===== src/hdl/tdsk_pkg.sv =====
// ----------------------------------------------------------------------------
// tdsk_pkg
// Shared types and opcode constants of the table-driven seed/key core.
// ----------------------------------------------------------------------------
package tdsk_pkg;

  // Opcodes of one table triple.
  localparam logic [7:0] OPC_SWAP      = 8'h05;
  localparam logic [7:0] OPC_ADD_HL    = 8'h14;
  localparam logic [7:0] OPC_NOT_INC   = 8'h2A;
  localparam logic [7:0] OPC_AND_LH    = 8'h37;
  localparam logic [7:0] OPC_ROL       = 8'h4C;
  localparam logic [7:0] OPC_OR_LH     = 8'h52;
  localparam logic [7:0] OPC_ROR       = 8'h6b;
  localparam logic [7:0] OPC_ADD_LH    = 8'h75;
  localparam logic [7:0] OPC_SWAP_ADD  = 8'h7e;
  localparam logic [7:0] OPC_SUB_HL    = 8'h98;
  localparam logic [7:0] OPC_SUB_LH    = 8'hf8;

  // Protocol codes that select the second and third table.
  localparam logic [7:0] PROTO_SECOND  = 8'd2;
  localparam logic [7:0] PROTO_THIRD   = 8'd3;

  // Request operation codes.
  localparam logic OP_LOAD    = 1'b0;
  localparam logic OP_COMPUTE = 1'b1;

  // One opcode/operand triple as read from a table.
  typedef struct packed {
    logic [7:0] code;
    logic [7:0] hh;
    logic [7:0] ll;
  } triple_t;

endpackage


===== src/hdl/tdsk_alu.sv =====
// ----------------------------------------------------------------------------
// tdsk_alu
// Shared step unit: applies one table triple to the running 16-bit value.
// ----------------------------------------------------------------------------
module tdsk_alu (
  input  logic [15:0]      value,
  input  tdsk_pkg::triple_t triple,
  output logic [15:0]      result
);
  import tdsk_pkg::*;

  logic [15:0] hl;
  logic [15:0] lh;
  logic [15:0] swapped;
  logic [31:0] rol_wide;
  logic [31:0] ror_wide;

  assign hl       = {triple.hh, triple.ll};
  assign lh       = {triple.ll, triple.hh};
  assign swapped  = {value[7:0], value[15:8]};
  // Rotates use the doubled word so that bits shifted out wrap round; an amount of zero passes the value.
  assign rol_wide = {value, value} << triple.hh[3:0];
  assign ror_wide = {value, value} >> triple.ll[3:0];

  always_comb begin
    unique case (triple.code)
      OPC_SWAP:     result = swapped;
      OPC_ADD_HL:   result = value + hl;
      OPC_NOT_INC:  result = ~value + {15'd0, (triple.hh < triple.ll)};
      OPC_AND_LH:   result = value & lh;
      OPC_ROL:      result = rol_wide[31:16];
      OPC_OR_LH:    result = value | lh;
      OPC_ROR:      result = ror_wide[15:0];
      OPC_ADD_LH:   result = value + lh;
      OPC_SWAP_ADD: result = swapped + ((triple.hh >= triple.ll) ? hl : lh);
      OPC_SUB_HL:   result = value - hl;
      OPC_SUB_LH:   result = value - lh;
      default:      result = value;
    endcase
  end

endmodule


===== config.mk =====
export PLATFORM = sky130hd
export DESIGN_NAME = tdsk_alu
export DESIGN_NICKNAME = d
export VERILOG_FILES = /design/src/hdl/tdsk_pkg.sv /design/src/hdl/tdsk_alu.sv
export SDC_FILE = /design/constraint.sdc
export NUM_CORES = 1
export LEC_CHECK = 0
export ABC_AREA = 0
export BUFFER_PORTS_ARGS = -buffer_cell sky130_fd_sc_hd__buf_2
export CAP_MARGIN = 20
export CORE_MARGIN = 2
export CORE_UTILIZATION = 50
export DETAILED_ROUTE_END_ITERATION = 12
export MAX_ROUTING_LAYER = met4
export PLACE_DENSITY = 0.69
export SYNTH_ARGS = -nofsm -noshare
export SYNTH_HDL_FRONTEND = slang
export SYNTH_SLANG_ARGS = --single-unit

===== constraint.sdc =====
create_clock -name vclk -period 13.35
set_clock_uncertainty 0.2 [all_clocks]
set_input_delay 0.6675 -clock vclk [all_inputs]
set_output_delay 0.6675 -clock vclk [all_outputs]
set_load 0.02 [all_outputs]

==> flow_metrics.tcl <==
set metrics [dict create \
    hold_viol 0 \
    regArea_sq_um 0 \
    place.gp.congestion 1.06 \
    grt_setup_unrepaired "no" \
    syn_nets 851 \
    power_per_cell_area_nw_per_um2 43.9 \
    arrival_ns 5.50 \
    finalWirelength_mm 22.8 \
    switching_share 0.604 \
    yosys-top-cells-area "mux4_2 17%, ha_1 10%, o21ai_0 6.3%, nand2_1 5.9%, a21oi_1 5.0%" \
    core-area_sq_um 10800 \
    worstMarginPinSlew_ns 1.07 \
    cts-resized-gates 0 \
    p_sw_mw 0.154 \
    post-synth-top-area-cell "mux4_2" \
    multi_input_area_sq_um 5170 \
    final_cell_mix "87 x nand2_1, 70 x o21ai_0, 56 x buf_2" \
    finalCritPeriodShare 0.477 \
    p_leak_nw 2.18 \
    irDropWorstVdd_mv 0.0301 \
    max_freq_mhz 157 \
    dr.pass1.iters 6 \
    synth.distinct_cells 70 \
    critPathLaunchType "primary input" \
    ys_seq_area_frac 0 \
    die-area_sq_um 12000 \
    cap_violations 0 \
    drt_iter0_markers 909 \
    postCtsSetupRepairBufs 0 \
    post-synth-top-area-fraction 0.174 \
    dp.cells 896 \
    via_per_inst 7.39 \
    path_class "in2out" \
    yosysWarningCount 0 \
    sequential_cell_total 0 \
    clkPwrFrac 0 \
    die-width_um 109 \
    synthesis.area_sq_um 5560 \
    seqPwrFrac 0 \
    pwr-share-comb 1.000 \
    hold_class "in2out" \
    required_ns 12.48 \
    layout_commonest_cell "nand2_1" \
    drive_gt1_frac 0.181 \
    ios 56 \
    drv_slew 0 \
    holdBufCountCts 0 \
    antenna_found_initial 0 \
    grt_pass1_vias 5932 \
    port_buffers 56 \
    grt.total_usage 0.388 \
    setup-tns-final_ns 0 \
    avgSynthCellArea_sq_um 7.28 \
    area_growth_pct 4.55 \
    num_vias 6636 \
    final_nets 847 \
    grt_pass1_wl_mm 34.9 \
    antenna_cells 0 \
    fill_cells 1071 \
    whs_path_depth 4 \
    p_int_mw 0.101 \
    status "complete, no violations" \
    initial_core_util 0.513 \
    antenna_left 0 \
    remaining_drc_errors 0 \
    fin_crit_ns 6.37 \
    clkbuf_count 0 \
    worst-path-max-fanout 14 \
    relSlewSlack 0.281 \
    rows 38 \
    dp_hpwl_mm 16.5 \
    end_kind "primary output" \
    die_h_um 109 \
    grt_max_degree 41 \
    grt_overflow_total 0 \
    wl_per_cell_um 25.4 \
    syn_inst 764 \
    stdcell_count 898 \
    setup_violations 0 \
]
-- path summary, 6_finish.rpt --
check,start,endpoint,slack (ns)
hold / removal,value[3],result[3],1.74
setup / recovery,triple[17],result[13],6.98
-- power groups by stage --
stage | sequential [mW] | combinational, mW | clock [mW]
floorplan | 0 | 0.179 | 0
global placement | 0 | 0.242 | 0
detailed placement | 0 | 0.246 | 0
CTS | 0 | 0.247 | 0
global route | 0 | 0.273 | 0
finish | 0 | 0.255 | 0
-- metal layers --
metal | vias up | part of all wire | wire, um | global-route usage
met1 | 3090 | 0.40 | 9120 | 0.541
li1 | 2962 | - | - | -
met5 | - | 0 | 0 | -
met2 | 490 | 0.44 | 10100 | 0.595
met4 | 0 | 0.044 | 996 | 0.124
met3 | 94 | 0.12 | 2650 | 0.0362
-- layout make-up --
type	instances	share of cell area
multi-input combinational	664	0.890
inverter	28	0.0181
timing repair buffer	66	0.0618
tap	140	0.0301
-- cell usage after synthesis (all sizes together) (3+ instances only) --
cell / number
a2111oi: 3
a211oi: 16
a21o: 13
a21oi: 55
a221o: 3
a221oi: 11
a222oi: 7
a22oi: 7
a31oi: 5
and2: 3
buf: 15
clkbuf: 57
ha: 45
inv: 28
mux2: 12
mux2i: 16
mux4: 44
nand2: 87
nand2b: 9
nand3: 11
nand4: 10
nor2: 47
nor2b: 4
nor3: 36
nor4: 10
o2111ai: 9
o211ai: 15
o21a: 11
o21ai: 72
o221ai: 7
o22ai: 4
o31ai: 6
or3: 15
or3b: 4
or4: 3
xnor2: 23
xor2: 8
-- per-stage QoR --
stage	area, sq um	hold slack (ns)	worst slack (ns)	util	total power [mW]
after global placement	5790	1.71	6.92	0.535	0.242
after global routing	5810	1.75	6.68	0.536	0.273
final	5810	1.74	6.98	0.536	0.255
after floorplan	5560	1.50	7.48	-	0.179
after detailed placement	5790	1.71	6.77	0.535	0.246
after CTS	5790	1.71	6.75	0.535	0.247
-- cells by family after synthesis --
family / Yosys count / share of synthesized area
muxes: 72 / 0.232
xor gates and xnor gates: 31 / 0.0488
AOI/OAI and AO/OA: 261 / 0.309
and+or+nand+nor: 253 / 0.228
buffers and inverters: 100 / 0.0734
adders and majority gates: 47 / 0.108
-- worst max-delay path, stage by stage --
cell and delay [ns]:
buf_2 0.14, or4b_1 0.61, or3_1 0.66, o21ai_1 0.26
buf_4 0.26, nor2_1 0.07, nor2_1 0.09, nor2_1 0.05
a311oi_1 0.28, ha_1 0.33, o21a_1 0.13, o31a_1 0.13
o41ai_1 0.53, a211oi_1 0.22, nor2_1 0.19, or4bb_1 0.40
o21a_1 0.12, o211ai_1 0.16, buf_2 0.19
Note: power is estimated with default switching activity, not from simulation.
